## src/sv/b64e_pkg.sv

```systemverilog
// Shared types, constants and the character map for the base64 stream encoder.
package b64e_pkg;

   typedef struct packed {
      logic [7:0] data_byte;
      logic       end_of_message;
   } b64e_req_type;

   typedef struct packed {
      logic [7:0] char_code;
      logic       last_char;
   } b64e_rsp_type;

   // one output slot: six-bit group index or a pad character
   typedef struct packed {
      logic       pad;
      logic [5:0] group;
   } b64e_sym_type;

   // all characters caused by one input byte
   typedef struct packed {
      b64e_sym_type [3:0] sym;
      logic [1:0]         last_idx;
      logic               eom;
   } b64e_job_type;

   typedef enum logic [1:0] {
      PHASE_0 = 2'd0,
      PHASE_1 = 2'd1,
      PHASE_2 = 2'd2
   } b64e_phase_type;

   localparam logic [7:0] CHAR_PAD   = 8'h3D;
   localparam logic [7:0] CHAR_UPPER = 8'h41;
   localparam logic [7:0] CHAR_LOWER = 8'h61;
   localparam logic [7:0] CHAR_DIGIT = 8'h30;
   localparam logic [7:0] CHAR_PLUS  = 8'h2B;
   localparam logic [7:0] CHAR_SLASH = 8'h2F;

   function automatic logic [7:0] b64e_char(input logic [5:0] group);
      logic [7:0] g;
      logic [7:0] code;
      g = {2'b00, group};
      if (group < 6'd26) begin
         code = CHAR_UPPER + g;
      end else if (group < 6'd52) begin
         code = CHAR_LOWER + g - 8'd26;
      end else if (group < 6'd62) begin
         code = CHAR_DIGIT + g - 8'd52;
      end else if (group == 6'd62) begin
         code = CHAR_PLUS;
      end else begin
         code = CHAR_SLASH;
      end
      return code;
   endfunction

endpackage

```

## src/sv/b64e_front.sv

```systemverilog
// Front end: accepts bytes, tracks leftover bits and splits each byte into output slots.
module b64e_front
   import b64e_pkg::*;
(
   input  logic         clock,
   input  logic         reset,
   input  logic         req_push,
   input  b64e_req_type req_data,
   input  logic         job_full,
   output logic         job_push,
   output b64e_job_type job_data
);

   b64e_phase_type phase_ff, phase_in;
   logic [3:0]     spare_ff, spare_in;
   logic [7:0]     b;
   logic           eom;

   assign b        = req_data.data_byte;
   assign eom      = req_data.end_of_message;
   assign job_push = req_push && !job_full;

   always_comb begin
      job_data = '0;
      job_data.eom = eom;
      case (phase_ff)
         PHASE_1: begin
            job_data.sym[0].group = {spare_ff[1:0], b[7:4]};
            spare_in = b[3:0];
            phase_in = PHASE_2;
            if (eom) begin
               job_data.sym[1].group = {b[3:0], 2'b00};
               job_data.sym[2].pad   = 1'b1;
               job_data.last_idx     = 2'd2;
            end
         end
         PHASE_2: begin
            job_data.sym[0].group = {spare_ff, b[7:6]};
            job_data.sym[1].group = b[5:0];
            job_data.last_idx     = 2'd1;
            spare_in = '0;
            phase_in = PHASE_0;
         end
         default: begin
            job_data.sym[0].group = b[7:2];
            spare_in = {2'b00, b[1:0]};
            phase_in = PHASE_1;
            if (eom) begin
               job_data.sym[1].group = {b[1:0], 4'b0000};
               job_data.sym[2].pad   = 1'b1;
               job_data.sym[3].pad   = 1'b1;
               job_data.last_idx     = 2'd3;
            end
         end
      endcase
      if (eom) begin
         spare_in = '0;
         phase_in = PHASE_0;
      end
   end

   always_ff @(posedge clock) begin
      if (reset) begin
         phase_ff <= PHASE_0;
         spare_ff <= '0;
      end else if (job_push) begin
         phase_ff <= phase_in;
         spare_ff <= spare_in;
      end
   end

endmodule

```

## src/sv/b64e_fifo.sv

```systemverilog
// Small job queue between the front end and the character emitter.
module b64e_fifo
   import b64e_pkg::*;
#(
   parameter int DEPTH = 4
)
(
   input  logic         clock,
   input  logic         reset,
   input  logic         wr,
   input  b64e_job_type wr_data,
   output logic         full,
   input  logic         rd,
   output b64e_job_type rd_data,
   output logic         empty
);

   localparam int PTR_W = (DEPTH > 1) ? $clog2(DEPTH) : 1;
   localparam int CNT_W = $clog2(DEPTH + 1);

   b64e_job_type     mem_ff [DEPTH];
   logic [PTR_W-1:0] wptr_ff, wptr_in;
   logic [PTR_W-1:0] rptr_ff, rptr_in;
   logic [CNT_W-1:0] count_ff, count_in;
   logic             do_wr, do_rd;

   assign full    = (count_ff == CNT_W'(DEPTH));
   assign empty   = (count_ff == '0);
   assign do_wr   = wr && !full;
   assign do_rd   = rd && !empty;
   assign rd_data = mem_ff[rptr_ff];

   always_comb begin
      wptr_in  = wptr_ff;
      rptr_in  = rptr_ff;
      count_in = count_ff;
      if (do_wr) begin
         wptr_in = (wptr_ff == PTR_W'(DEPTH - 1)) ? '0 : wptr_ff + 1'b1;
      end
      if (do_rd) begin
         rptr_in = (rptr_ff == PTR_W'(DEPTH - 1)) ? '0 : rptr_ff + 1'b1;
      end
      if (do_wr && !do_rd) begin
         count_in = count_ff + 1'b1;
      end else if (do_rd && !do_wr) begin
         count_in = count_ff - 1'b1;
      end
   end

   always_ff @(posedge clock) begin
      if (do_wr) begin
         mem_ff[wptr_ff] <= wr_data;
      end
   end

   always_ff @(posedge clock) begin
      if (reset) begin
         wptr_ff  <= '0;
         rptr_ff  <= '0;
         count_ff <= '0;
      end else begin
         wptr_ff  <= wptr_in;
         rptr_ff  <= rptr_in;
         count_ff <= count_in;
      end
   end

endmodule

```

## src/sv/b64e_back.sv

```systemverilog
// Back end: walks the slots of the head job and emits one character per cycle while the receiver pops.
module b64e_back
   import b64e_pkg::*;
(
   input  logic         clock,
   input  logic         reset,
   input  logic         job_valid,
   input  b64e_job_type job_data,
   output logic         job_pop,
   output logic         rsp_empty,
   input  logic         rsp_pop,
   output b64e_rsp_type rsp_data
);

   logic [1:0]   idx_ff, idx_in;
   logic         valid_ff, valid_in;
   b64e_rsp_type out_ff, out_in;
   b64e_sym_type sym;
   logic         load;
   logic         at_last;

   assign rsp_empty = !valid_ff;
   assign rsp_data  = out_ff;
   assign sym       = job_data.sym[idx_ff];
   assign load      = job_valid && (!valid_ff || rsp_pop);
   assign at_last   = (idx_ff == job_data.last_idx);
   assign job_pop   = load && at_last;

   always_comb begin
      out_in.char_code = sym.pad ? CHAR_PAD : b64e_char(sym.group);
      out_in.last_char = job_data.eom && at_last;
      idx_in   = idx_ff;
      valid_in = valid_ff;
      if (load) begin
         valid_in = 1'b1;
         idx_in   = at_last ? 2'd0 : idx_ff + 2'd1;
      end else if (rsp_pop) begin
         valid_in = 1'b0;
      end
   end

   always_ff @(posedge clock) begin
      if (load) begin
         out_ff <= out_in;
      end
   end

   always_ff @(posedge clock) begin
      if (reset) begin
         idx_ff   <= '0;
         valid_ff <= 1'b0;
      end else begin
         idx_ff   <= idx_in;
         valid_ff <= valid_in;
      end
   end

`ifndef ASSERT_OFF
   a_idx_in_range: assert property (@(posedge clock) disable iff (reset)
      job_valid |-> idx_ff <= job_data.last_idx)
      else $error("slot index past end of job");

   a_last_pops_job: assert property (@(posedge clock) disable iff (reset)
      (load && out_in.last_char) |-> job_pop)
      else $error("final character without retiring its job");

   a_no_pop_empty: assert property (@(posedge clock) disable iff (reset)
      !job_valid |-> !job_pop)
      else $error("job popped from empty queue");

   a_idx_restart: assert property (@(posedge clock) disable iff (reset)
      job_pop |=> idx_ff == 2'd0)
      else $error("slot index not restarted after job");
`endif

endmodule

```

## src/sv/base64_byte_stream_encoder.sv

```systemverilog
// Base64 stream encoder (standard alphabet, '=' padding): one raw byte in, its characters out.
// Each accepted byte is split into one to four output slots by the front end in the same cycle
// and stored in a job queue of JOB_DEPTH entries; the back end takes one slot per cycle from
// the head job into an output register while it is empty or popped. A byte is accepted in any
// cycle in which the job queue has room; its first character passes through the job queue and
// the output register to the result ports, which give one character per cycle while popped, so
// three bytes give four characters and a final byte two to four. last_char marks the final
// character of a message, after which the encoder is back in its start state.
module base64_byte_stream_encoder
   import b64e_pkg::*;
#(
   parameter int JOB_DEPTH = 4
)
(
   input  logic         clock,
   input  logic         reset,
   input  logic         req_push,
   input  b64e_req_type req_data,
   output logic         req_full,
   output logic         rsp_empty,
   input  logic         rsp_pop,
   output b64e_rsp_type rsp_data
);

   b64e_job_type push_job;
   b64e_job_type head_job;
   logic         push;
   logic         pop;
   logic         q_empty;

   b64e_front u_front (
      .clock    (clock),
      .reset    (reset),
      .req_push (req_push),
      .req_data (req_data),
      .job_full (req_full),
      .job_push (push),
      .job_data (push_job)
   );

   b64e_fifo #(
      .DEPTH (JOB_DEPTH)
   ) u_fifo (
      .clock   (clock),
      .reset   (reset),
      .wr      (push),
      .wr_data (push_job),
      .full    (req_full),
      .rd      (pop),
      .rd_data (head_job),
      .empty   (q_empty)
   );

   b64e_back u_back (
      .clock     (clock),
      .reset     (reset),
      .job_valid (!q_empty),
      .job_data  (head_job),
      .job_pop   (pop),
      .rsp_empty (rsp_empty),
      .rsp_pop   (rsp_pop),
      .rsp_data  (rsp_data)
   );

endmodule

```

## config.mk

```make
export PLATFORM = sky130hd
export DESIGN_NAME = base64_byte_stream_encoder
export DESIGN_NICKNAME = d
export VERILOG_FILES = /design/src/sv/b64e_pkg.sv /design/src/sv/b64e_front.sv /design/src/sv/b64e_fifo.sv /design/src/sv/b64e_back.sv /design/src/sv/base64_byte_stream_encoder.sv
export SDC_FILE = /design/constraint.sdc
export NUM_CORES = 1
export LEC_CHECK = 0
export BUFFER_PORTS_ARGS = -buffer_cell sky130_fd_sc_hd__clkbuf_2
export CORE_ASPECT_RATIO = 1.75
export CORE_MARGIN = 8
export CORE_UTILIZATION = 61
export DETAILED_ROUTE_END_ITERATION = 12
export HOLD_SLACK_MARGIN = 0.06
export PLACE_DENSITY_LB_ADDON = 0.3
export SKIP_CTS_REPAIR_TIMING = 1
export SLEW_MARGIN = 10
export SYNTH_ARGS = -nofsm -noshare
export SYNTH_HDL_FRONTEND = slang
export SYNTH_SLANG_ARGS = --single-unit
```

## constraint.sdc

```tcl
create_clock -name clock -period 4.9 [get_ports clock]
set_input_delay 0.98 -clock clock [delete_from_list [all_inputs] [get_ports clock]]
set_output_delay 0.98 -clock clock [all_outputs]
set_load 0.1 [all_outputs]
```

**After elaboration in Yosys (flattened, before gate mapping)**

Memories as Yosys holds them, arrays and structs flattened. A register that Yosys moved wholly into a read port is not among the register bits.
Index checks and enable logic that the tools add are counted.

- Input bits: 13
- Bits in registers: 25
- Output and inout bits: 11
- Memory bits (writable): 68
- Memories: 1
- Word-level logic and storage cells: 79

- Order comparisons: 4
- Add/sub/neg operators: 10
- Equality and inequality tests: 7
- Reduce and logical (&&, ||, !) cells: 18
- Mux-type cells: 30

Memory list:

| name | words | width | rd ports | clocked after memory_dff | wr ports | RTL line | text |
|---|---|---|---|---|---|---|---|
| u_fifo.mem_ff | 4 | 17 | 1 | 1 | 1 | b64e_fifo.sv:21 | `b64e_job_type mem_ff [DEPTH];` |

Operators by type and width:

| operator | count |
|---|---|
| 8-bit two-way mux | 3 |
| 7-bit by 6-bit adder with 8-bit output (first input constant) | 2 |
| 2-bit two-way mux | 8 |
| 8-bit case mux with 2 select lines | 1 |
| 7-bit binary-select mux with 2-bit select | 1 |
| 6-bit < comparator (second input constant) | 2 |
| 6-bit two-way mux | 2 |
| 6-bit case mux with 2 select lines | 1 |
| 3-bit two-way mux | 3 |
| 1-bit logical AND | 8 |
| 4-bit case mux with 2 select lines | 1 |
| 8-bit by 5-bit subtractor with 8-bit output (second input constant) | 1 |
| 8-bit by 6-bit subtractor with 8-bit output (second input constant) | 1 |
| 6-bit by 6-bit adder with 7-bit output (first input constant) | 1 |
| 1-bit two-way mux | 7 |
| 7-bit two-way mux | 1 |
| 2-bit by 1-bit adder with 2-bit output (second input constant) | 3 |
| 2-bit equality test (second input constant) | 3 |
| 6-bit equality test (second input constant) | 1 |
| 6-bit by 5-bit < comparator with 1-bit output (second input constant) | 1 |
| 1-bit zero test | 5 |
| 4-bit two-way mux | 1 |
| 2-bit case mux with 2 select lines | 1 |
| 2-bit nonzero test | 2 |
| 9 further kinds | 9 |

**Longest topological paths before layout**

Gate-level depths: netlist of run 1.

- Word-level depth: 8
- Depth in mapped cells: 14
- Mapped depth without buffers: 11

**Hierarchy**

Synthesis of run 1 repeated with hierarchy kept, for this count alone.

- Cells, all modules: 415
- Area total of the unflattened synthesis: 6,774.0 µm²

Modules (own cells, without submodules):

| module | seq. area each (µm²) | cells each | instances | area each (µm²) |
|---|---|---|---|---|
| b64e_fifo | 3,903.7 | 211 | 1 | 4,958.5 |
| b64e_back | 330.3 | 118 | 1 | 1,166.1 |
| b64e_front | 120.1 | 85 | 1 | 645.6 |
| base64_byte_stream_encoder | 0.0 | 1 | 1 | 3.8 |

**Worst setup path before layout of run 1**

No wires, ideal clock.

- Path type: register -> register
- Start: reg u_fifo.count_ff[0]
- End: reg u_fifo.count_ff[2]
- Data arrival time: 4.382 ns
- Stages on the path, launching flop included: 12
- Required time: 4.830 ns
- Buffers on the path: 2
- Setup slack: 0.448 ns
- Clock period less this slack: 4.452 ns
- Setup time: 0.070 ns
- Cells stage by stage: dfxtp_1 > nor3b_1 > nand2b_1 > clkbuf_1 > inv_1 > clkbuf_1 > ha_1 > inv_1 > fa_1 > xor2_1 > or3_1 > a21oi_1

- Elaborated cells between the ends (all ways): 18
- Classes of those cells: add/sub: 2; eq/ne: 1; mux: 2; reduce/logical: 13

RTL lines:

| what | RTL line | text |
|---|---|---|
| start: declaration | b64e_fifo.sv:24 | `logic [CNT_W-1:0] count_ff, count_in;` |
| start signal: assignment | b64e_fifo.sv:64 | `count_ff <= count_in;` |
| 3-bit equality test (*) | b64e_fifo.sv:27 | `assign full = (count_ff == CNT_W'(DEPTH));` |
| via req_full | base64_byte_stream_encoder.sv:19 | `output logic req_full,` |
| 1-bit zero test (*) | b64e_front.sv:21 | `assign job_push = req_push && !job_full;` |
| 1-bit logical AND (*) | b64e_front.sv:21 |  |
| via push | base64_byte_stream_encoder.sv:27 | `logic push;` |
| 1-bit logical AND (*) | b64e_fifo.sv:29 | `assign do_wr = wr && !full;` |
| 1-bit zero test | b64e_fifo.sv:45 | `end else if (do_rd && !do_wr) begin` |
| 1-bit logical AND | b64e_fifo.sv:45 |  |
| 2-bit nonzero test (no line) | n/a |  |

The timed path passes the listed nets; every way through them passes the cells marked *. The select of a mux whose other input is x is not followed.
A chain may end at the register's enable or synchronous reset.

==> impl_results.md, run 1 <==
* Outcome: completed
* Number of max-cap violations at 0
* Io pins at 24
* Proportion of layout cells with a drive suffix above 1 at 18.08%
* Data arrival, critical path at 3.85 ns
* Buffer and inverter count on the worst path at 0
* Static leakage at 1.801 nW
* Post-route cell area at 5017 µm²
* Cells after Synth at 344
* Mean Syn Cell Area at 13.57 µm²
* Pins over their slew limit at 0
* Clock Pin Slew Worst Setup and Hold Paths at 0.06 ns
* Worst hold slack at 0.4587 ns
* TNS Setup at 0 ns
* Worst EP required at 5.04 ns
* Async set-reset flop share out of synthesis at 0%
* Overall die area at 10,820 µm²
* DIE WIDTH at 82.13 µm
* Synthesis-to-layout area growth at 7.478%
* Final period utilization at 75.67%
* Hold violation total from the final report at 0
* Total wirelength of the detailed-routed design at 8.468 mm
* Max_slew headroom at 39.95%
* Post-detailed-route count of antenna-violating nets at 0
* Pin count of the biggest net entering global routing at 22
* Cell type contributing the most total cell area after synthesis: sky130_fd_sc_hd__edfxtp_1
* Core area at 7515 µm²
* Worst reg2reg setup slack at 1.19 ns
* Worst skew pair latency at 0.34 ns
* Seq. cell area at 2673 µm²
* Setup-violating endpoint count in the final report at 0
* HP Class: reg2reg
* Mapped cell area at 4668 µm²
* Leading cell types by total area after synthesis: sky130_fd_sc_hd__edfxtp_1, sky130_fd_sc_hd__dfxtp_1, sky130_fd_sc_hd__ha_1
* Mean number of vias per cell at 6.121
* Average wire per standard cell at 18.69 µm
* Critical setup path kind: reg2reg
* Most used flip-flop cell after synthesis: sky130_fd_sc_hd__edfxtp_1
* List of most frequent post-synthesis cells: sky130_fd_sc_hd__edfxtp_1, sky130_fd_sc_hd__nand2_1, sky130_fd_sc_hd__dfxtp_1, sky130_fd_sc_hd__ha_1, sky130_fd_sc_hd__nor2_1
* Crit path capture type: flop
* Global-route wire length before repair at 13.97 mm
* Count of filler cells inserted in the layout at 563
* Initial core utilization at 62.12%
* Library cell contributing the largest single delay on the critical path: sky130_fd_sc_hd__dfxtp_1
* Placement Setup Slack at 1.166 ns
* I/O Buffers at 23
* Flop and latch count out of synthesis at 95
* Area fraction of the dominant cell type after synthesis at 49.53%
* Count of different cell masters after synthesis at 65
* Die Y-Extent at 131.7 µm
* Count of yosys warnings during synthesis at 0
* Unrepaired setup endpoints after global routing: false
* Nature of the critical path startpoint: flop
* Net count after synthesis at 376
* Post-placement cell area at 4760 µm²
* Biggest cell delay along the critical path at 0.91 ns
* Slew at the pin closest to its max-slew limit at 0.8995 ns
* Count of clock tree sinks at 95
* First-iteration detailed-routing DRC count at 130
* DR DRC count at 0
* Number of global-route vias before repair at 2,953
* Maximum buffer depth of the clock tree at 2
* Worst setup slack after layout at 1.192 ns
* Routed vias at 2,773
* Post-layout min period at 3.708 ns
* Crit path max fanout at 16
* Power density of the placed cells at 668.6 nW/µm²
* Routability Congestion at 0.8742
* CTS Root Cell: sky130_fd_sc_hd__clkbuf_16
* Total iterations of the first detailed-routing run at 5
* Layout Skew at 0.005133 ns
* Post-synth EDFFs at 77
* TritonCTS Buffers at 9
* H-Tree Level Count at 3
* Antenna violations before repair at 0
* Leading cell type by number of instances after synthesis: sky130_fd_sc_hd__edfxtp_1
* Post-Route Utilization at 66.77%
* Family with the most delay on the worst path: compound AO/OA/AOI/OAI gates
* Num rows at 42
* CTS tree: done
* Max IR drop VDD at 0.0004252 V
* Cell chain of the critical path: mux4_1, a22oi_1, ha_1, and2_1, a221o_1, a41o_1, o21ai_0, o311ai_1
* Maximum operating frequency at 269.7 MHz
* Sequential area share after synthesis at 57.25%
* Diodes inserted at 0
* Multi-input logic area at 1785 µm²
* GRT Resource Usage Total at 17.31%
* Global route total overflow at 0
* Total half-perimeter wirelength after legalization and detailed placement at 6.239 mm
* Final Net Count at 392
metrics by stage:
stage	std cells	total power [mW]
final	453	3.355
after global routing	453	3.551
after CTS	453	3.371
after detailed placement	437	2.767
after global placement	437	2.735
after floorplan	344	2.515
worst min-delay path: cells and delay by family (launching register included):
family	cells	cell delay [ns]
AOI/OAI and AO/OA	1	0.05
DFF	1	0.31
and+or+nand+nor	1	0.05
routing by layer:
metal	up-vias	track usage (%)	wire, µm
met4	0	7.662	246
met5	-	0	0
met2	71	30.30	4714
met1	1360	18.10	3189
met3	20	4.918	318
li1	1322	-	-
worst paths after layout:
| path | endpoint | start | cells past startpoint |
|---|---|---|---|
| setup / recovery | u_back.rsp_data[4] | flop | 8 |
| hold / removal | u_front.spare_ff[3] | u_front.spare_ff[3] | 2 |
| setup reg to reg | u_back.rsp_data[4] | flop | 8 |
| hold reg to reg | u_front.spare_ff[3] | u_front.spare_ff[3] | 2 |
logic make-up after synthesis:
group	after synthesis	share of synthesized area, %
and+or+nand+nor	94	10.45
xor gates and xnor gates	8	1.501
adders and majority gates	19	5.253
muxes	31	11.74
DFF	95	57.25
AOI/OAI and AO/OA	60	9.301
buffers and inverters	37	4.503
state kept, by name, summed over array words and instances (netlist names), named ones only:
| register | flops |
|---|---|
| u_back.idx_ff | 2 |
| u_back.rsp_data | 9 |
| u_back.valid_ff | 1 |
| u_fifo.count_ff | 3 |
| u_fifo.mem_ff | 68 |
| u_fifo.rptr_ff | 2 |
| u_fifo.wptr_ff | 2 |
| u_front.phase_ff | 2 |
| u_front.spare_ff | 4 |
cell usage in the layout (no fill, tap or decap), types with 3 or more instances in the layout:
| cell type | count |
|---|---|
| sky130_fd_sc_hd__a21oi_1 | 16 |
| sky130_fd_sc_hd__a22oi_1 | 8 |
| sky130_fd_sc_hd__a32oi_1 | 5 |
| sky130_fd_sc_hd__and2_1 | 11 |
| sky130_fd_sc_hd__clkbuf_16 | 9 |
| sky130_fd_sc_hd__clkbuf_2 | 23 |
| sky130_fd_sc_hd__clkinv_2 | 3 |
| sky130_fd_sc_hd__dfxtp_1 | 18 |
| sky130_fd_sc_hd__edfxtp_1 | 77 |
| sky130_fd_sc_hd__ha_1 | 18 |
| sky130_fd_sc_hd__inv_1 | 16 |
| sky130_fd_sc_hd__mux2_2 | 6 |
| sky130_fd_sc_hd__mux2i_1 | 7 |
| sky130_fd_sc_hd__mux4_1 | 6 |
| sky130_fd_sc_hd__mux4_2 | 9 |
| sky130_fd_sc_hd__nand2_1 | 27 |
| sky130_fd_sc_hd__nand2b_1 | 3 |
| sky130_fd_sc_hd__nand3_1 | 5 |
| sky130_fd_sc_hd__nor2_1 | 17 |
| sky130_fd_sc_hd__nor2b_1 | 4 |
| sky130_fd_sc_hd__nor3_1 | 8 |
| sky130_fd_sc_hd__nor3b_1 | 3 |
| sky130_fd_sc_hd__o21ai_0 | 9 |
| sky130_fd_sc_hd__xnor2_1 | 6 |
where the power goes:
group,internal [mW],switching [mW],leakage (nW)
clock,0.338,0.265,0.124
combinational,0.555,1.03,0.817
sequential,1.06,0.103,0.860
total,1.95,1.40,1.80
area by class of cell:
type / instances / share of cell area (%)
inverters: 18 / 1.372
flip-flops and latches: 95 / 53.27
well taps: 88 / 2.195
repair buffers: 24 / 2.444
clock inverters: 5 / 0.4988
clock buffers: 11 / 4.638
multi-input cells: 212 / 35.59
Note: power is estimated with default switching activity, not from simulation.
==> run 2: changes to the inputs <==
--- a/config.mk
+++ b/config.mk
@@ -5,6 +5,7 @@
 export SDC_FILE = /design/constraint.sdc
 export NUM_CORES = 1
 export LEC_CHECK = 0
+export ABC_AREA = 1
 export BUFFER_PORTS_ARGS = -buffer_cell sky130_fd_sc_hd__clkbuf_2
 export CORE_ASPECT_RATIO = 1.75
 export CORE_MARGIN = 8
==> constraint.sdc (replaced) <==
create_clock -name clock -period 3.6 [get_ports clock]
set_input_delay 0.72 -clock clock [delete_from_list [all_inputs] [get_ports clock]]
set_output_delay 0.72 -clock clock [all_outputs]
set_load 0.1 [all_outputs]
==> impl_results.md, run 2 <==
* Outcome: completed
* CTS Root Cell: sky130_fd_sc_hd__clkbuf_16
* Total wirelength of the detailed-routed design at 10.49 mm
* Maximum buffer depth of the clock tree at 2
* Clock Pin Slew Worst Setup and Hold Paths at 0.06 ns
* Total iterations of the first detailed-routing run at 5
* Leading cell type by number of instances after synthesis: sky130_fd_sc_hd__nand2_1
* Worst setup slack after layout at 0.7662 ns
* Min-Delay Path Depth at 2
* Hold violation total from the final report at 0
* First-iteration detailed-routing DRC count at 296
* CTS tree: done
* Final Net Count at 562
* Library cell contributing the largest single delay on the critical path: sky130_fd_sc_hd__buf_4
* DIE WIDTH at 83.17 µm
* Initial core utilization at 61.73%
* Most frequent cell on the critical path: sky130_fd_sc_hd__nor2_1
* Nature of the critical path startpoint: flop
* Antenna violations before repair at 0
* R2r worst-path depth at 16
* Cells after Synth at 503
* Average wire per standard cell at 16.78 µm
* Count of yosys warnings during synthesis at 0
* HP Class: reg2reg
* Data arrival, critical path at 2.93 ns
* Die Y-Extent at 133.5 µm
* Slew at the pin closest to its max-slew limit at 0.5458 ns
* Most frequent cells in the layout: sky130_fd_sc_hd__nand2_1, sky130_fd_sc_hd__edfxtp_1, sky130_fd_sc_hd__inv_1
* Hold EP: u_front.spare_ff[3]
* Routed vias at 3,543
* Number of max-cap violations at 0
* TritonCTS Buffers at 9
* Post-synth EDFFs at 77
* Pin count of the biggest net entering global routing at 38
* Leading cell types by total area after synthesis: sky130_fd_sc_hd__edfxtp_1, sky130_fd_sc_hd__nand2_1, sky130_fd_sc_hd__dfxtp_1
* Maximum operating frequency at 352.9 MHz
* Pins over their slew limit at 0
* Global-route wire length before repair at 17.13 mm
* Mean number of vias per cell at 5.669
* Setup-violating endpoint count in the final report at 0
* Capturing point of the worst reg2reg path: u_back.rsp_data[5]
* List of most frequent post-synthesis cells: sky130_fd_sc_hd__nand2_1, sky130_fd_sc_hd__edfxtp_1, sky130_fd_sc_hd__inv_1
* Most used flip-flop cell after synthesis: sky130_fd_sc_hd__edfxtp_1
* Overall die area at 11,110 µm²
* Post-placement cell area at 4976 µm²
* Layout Skew at 0.007851 ns
* Count of different cell masters after synthesis at 41
* Most frequent standard cell in the layout excluding fill and tap cells: sky130_fd_sc_hd__nand2_1
* Mean Syn Cell Area at 9.574 µm²
* Diodes inserted at 0
* Cell type contributing the most total cell area after synthesis: sky130_fd_sc_hd__edfxtp_1
* Net count after synthesis at 535
* Max_slew headroom at 63.77%
* Count of clock tree sinks at 95
* Synthesis-to-layout area growth at 9.223%
* Area fraction of the dominant cell type after synthesis at 48.01%
* Total half-perimeter wirelength after legalization and detailed placement at 7.652 mm
* Num rows at 43
* Number of global-route vias before repair at 3,610
* Worst skew pair latency at 0.34 ns
* Sequential area share after synthesis at 55.49%
* Proportion of layout cells with a drive suffix above 1 at 14.02%
* Post-detailed-route count of antenna-violating nets at 0
* Routability Congestion at 0.9877
* Post-route cell area at 5260 µm²
* Crit path capture type: flop
* Placement Setup Slack at 0.8465 ns
* GRT Resource Usage Total at 19.55%
* Unrepaired setup endpoints after global routing: false
* Worst reg2reg setup slack at 0.77 ns
* Top register by number of flip-flops: u_fifo.mem_ff
* Core area at 7801 µm²
* Flop and latch count out of synthesis at 95
* Global route total overflow at 0
* Worst EP required at 3.70 ns
* Io pins at 24
* Biggest cell delay along the critical path at 0.36 ns
* TNS Setup at 0 ns
* Cell chain of the critical path: buf_4, nor2_1, nor2_1, o21ai_0, o211ai_1, nand3_2, inv_1, ha_1, inv_1, nor2_1, buf_4, o21ai_0, nand2_1, o21ai_2, o21ai_1, nand2_1
* Largest register FFs at 68
* Post-layout min period at 2.834 ns
* Final period utilization at 78.72%
* Critical setup path kind: reg2reg
* I/O Buffers at 23
* Mapped cell area at 4816 µm²
* Launch point of the worst hold path: u_front.spare_ff[3]
* Async set-reset flop share out of synthesis at 0%
* H-Tree Level Count at 3
* DR DRC count at 0
* Crit path max fanout at 37
## run 2: cell count changes after synthesis, moves of 9 or more
cell	delta
sky130_fd_sc_hd__nand3_1	+35
sky130_fd_sc_hd__o21ai_0	+10
sky130_fd_sc_hd__nand2_1	+86
sky130_fd_sc_hd__mux4_2	-9
sky130_fd_sc_hd__nand3_2	+9
sky130_fd_sc_hd__inv_1	+55
sky130_fd_sc_hd__and2_1	-11
sky130_fd_sc_hd__nor2_1	+28
## run 2: final cells by class
class                           instances  area [µm²]
Clock inverter                          5       30.03
Multi-Input combinational cell        316        1715
Timing Repair Buffer                   32       182.7
Tap cell                               90       112.6
Fill cell                             575        2541
Inverter                               76       292.8
Sequential cell                        95        2673
Clock buffer                           11       254.0
## run 2: worst max-delay path by stage
stage | endpoint | cells past startpoint
after CTS | u_back.rsp_data[5] | 16
after floorplan | u_fifo.count_ff[1] | 7
after global routing | u_back.rsp_data[5] | 16
final | u_back.rsp_data[5] | 16
after detailed placement | u_back.rsp_data[5] | 16
after global placement | u_back.rsp_data[5] | 15
## run 2: layer usage
metal / vias to the layer above / share of wire [%] / GRT usage (%)
met1: 1661 / 35 / 17.68
met2: 132 / 58 / 37.69
met3: 33 / 4.3 / 4.218
met4: 0 / 3.0 / 11.98
met5: - / 0 / 0
li1: 1717 / - / -
## run 2: cell families after synthesis
kind of cell | synth area share (%)
simple gates | 21.41
flops | 55.50
buf+inv | 8.989
compound gates | 7.613
fa+ha+maj | 5.092
xor+xnor | 1.403
## run 2: per-stage QoR
step / cells / hold slack [ns] / util [%]
2_1_floorplan: 503 / 0.4300 / -
3_3_place_gp: 609 / 0.4469 / 63.79
3_5_place_dp: 609 / 0.4500 / 63.79
4_1_cts: 625 / 0.4584 / 67.43
5_1_grt: 625 / 0.4939 / 67.43
6_report: 625 / 0.4603 / 67.43
## run 2: worst max-delay path: cells and delay by family, from the launching register on
kind,cells,cell delay (ns)
and+or+nand+nor,6,0.82
buffers and inverters,4,0.80
AOI/OAI and AO/OA,5,0.41
DFF,1,0.33
adders and majority gates,1,0.21
Power of run 2 is not shown: default switching activity piles up to over one toggle a cycle in this logic, so the estimate is an artifact.
==> run 3: changes to the inputs <==
==> constraint.sdc (replaced) <==
create_clock -name clock -period 2.9 [get_ports clock]
set_input_delay 0.58 -clock clock [delete_from_list [all_inputs] [get_ports clock]]
set_output_delay 0.58 -clock clock [all_outputs]
set_load 0.1 [all_outputs]
==> impl_results.md, run 3 (same netlist as run 2, synthesis figures left out) <==
* Outcome: completed
* Critical setup path kind: reg2reg
* Pin count of the biggest net entering global routing at 38
* TritonCTS Buffers at 9
* Routability Congestion at 0.9573
* Seq. cell area at 2673 µm²
* CTS Root Cell: sky130_fd_sc_hd__clkbuf_16
* Synthesis-to-layout area growth at 10.70%
* Routed vias at 3,533
* Layout Skew at 0.01059 ns
* I/O Buffers at 23
* Library cell contributing the largest single delay on the critical path: sky130_fd_sc_hd__fa_1
* Count of filler cells inserted in the layout at 568
* Final period utilization at 92.69%
* Crit path capture type: flop
* Global-route wire length before repair at 16.98 mm
* Data arrival, critical path at 2.91 ns
* Post-layout min period at 2.688 ns
* Post-detailed-route count of antenna-violating nets at 0
* Worst skew pair latency at 0.35 ns
* Mean number of vias per cell at 5.644
* Global route total overflow at 0
* GRT Resource Usage Total at 19.36%
* Count of clock tree sinks at 95
* Antenna violations before repair at 0
* Proportion of layout cells with a drive suffix above 1 at 14.55%
* Setup-violating endpoint count in the final report at 0
* Io pins at 24
* Most frequent cells in the layout: sky130_fd_sc_hd__nand2_1, sky130_fd_sc_hd__edfxtp_1, sky130_fd_sc_hd__inv_1
* Crit path max fanout at 37
* Hold violation total from the final report at 0
* CTS tree: done
* Top register by number of flip-flops: u_fifo.mem_ff
* Clock Pin Slew Worst Setup and Hold Paths at 0.07 ns
* Diodes inserted at 0
* Die Y-Extent at 133.5 µm
* Total half-perimeter wirelength after legalization and detailed placement at 7.174 mm
* Family with the most delay on the worst path: adder cells
* Unrepaired setup endpoints after global routing: false
* First-iteration detailed-routing DRC count at 236
* Pins over their slew limit at 0
* DR DRC count at 0
* Overall die area at 11,110 µm²
* Nature of the critical path startpoint: flop
* Num rows at 43
* Number of global-route vias before repair at 3,627
* Final Net Count at 563
* Initial core utilization at 61.73%
* TNS Setup at 0 ns
* Worst EP required at 3.12 ns
* Slew at the pin closest to its max-slew limit at 0.5476 ns
* Cell chain of the critical path: buf_12, inv_8, nand2_1, nand3_1, nand2_1, xor2_2, nand3_2, ha_1, inv_1, fa_1, a21oi_1, o21ai_0, o21ai_0, a21oi_1
* H-Tree Level Count at 3
* DIE WIDTH at 83.17 µm
* Number of max-cap violations at 0
* Average wire per standard cell at 16.31 µm
* Multi-input logic area at 1727 µm²
* Buffer and inverter count on the worst path at 3
* HP Class: reg2reg
* Total wirelength of the detailed-routed design at 10.21 mm
* Core area at 7801 µm²
* Most frequent standard cell in the layout excluding fill and tap cells: sky130_fd_sc_hd__nand2_1
* Launch point of the worst hold path: u_front.spare_ff[3]
* Maximum operating frequency at 372.0 MHz
* Biggest cell delay along the critical path at 0.43 ns
* Max_slew headroom at 63.65%
* Maximum buffer depth of the clock tree at 2
* Total iterations of the first detailed-routing run at 5
* Largest register FFs at 68
-- run 3: layout make-up --
class	count	area share, %
repair buffers	33	3.802
well taps	90	2.112
inverters	76	5.492
clock buffers	10	4.694
clock inverters	6	1.385
multi-input cells	316	32.39
flip-flops and latches	95	50.13
-- run 3: worst paths after layout --
check | to | slack, ns | cells after the start
setup reg to reg | u_fifo.count_ff[2] | 0.21 | 14
hold / removal | u_front.spare_ff[3] | 0.46 | 2
setup / recovery | u_fifo.count_ff[2] | 0.21 | 14
hold reg to reg | u_front.spare_ff[3] | 0.46 | 2
-- run 3: metal layers --
metal	routed length, µm	global-route usage (%)	vias to the layer above
met5	0	0	-
met4	567	14.44	0
met3	525	4.462	41
met2	5669	35.95	119
met1	3449	17.55	1656
li1	-	-	1717
-- run 3: worst min-delay path, delay by kind of cell, from the launching register on --
family	cells	cell delay, ns
buffers and inverters	1	0.06
AO/OA/AOI/OAI	1	0.05
flip-flops	1	0.30
-- run 3: per-stage QoR --
| step | instances | hold WS (ns) | util (%) | setup WS (ns) | area, µm² |
|---|---|---|---|---|---|
| after global routing | 626 | 0.4910 | 68.34 | 0.04086 | 5331 |
| after CTS | 626 | 0.4577 | 68.28 | 0.2275 | 5326 |
| after detailed placement | 610 | 0.4471 | 64.12 | 0.2877 | 5002 |
| final | 626 | 0.4578 | 68.34 | 0.2119 | 5331 |
| after global placement | 610 | 0.4410 | 64.12 | 0.2807 | 5002 |
| after floorplan | 503 | 0.4300 | - | 0.006313 | 4827 |
Power of run 3 is left out for the same reason.
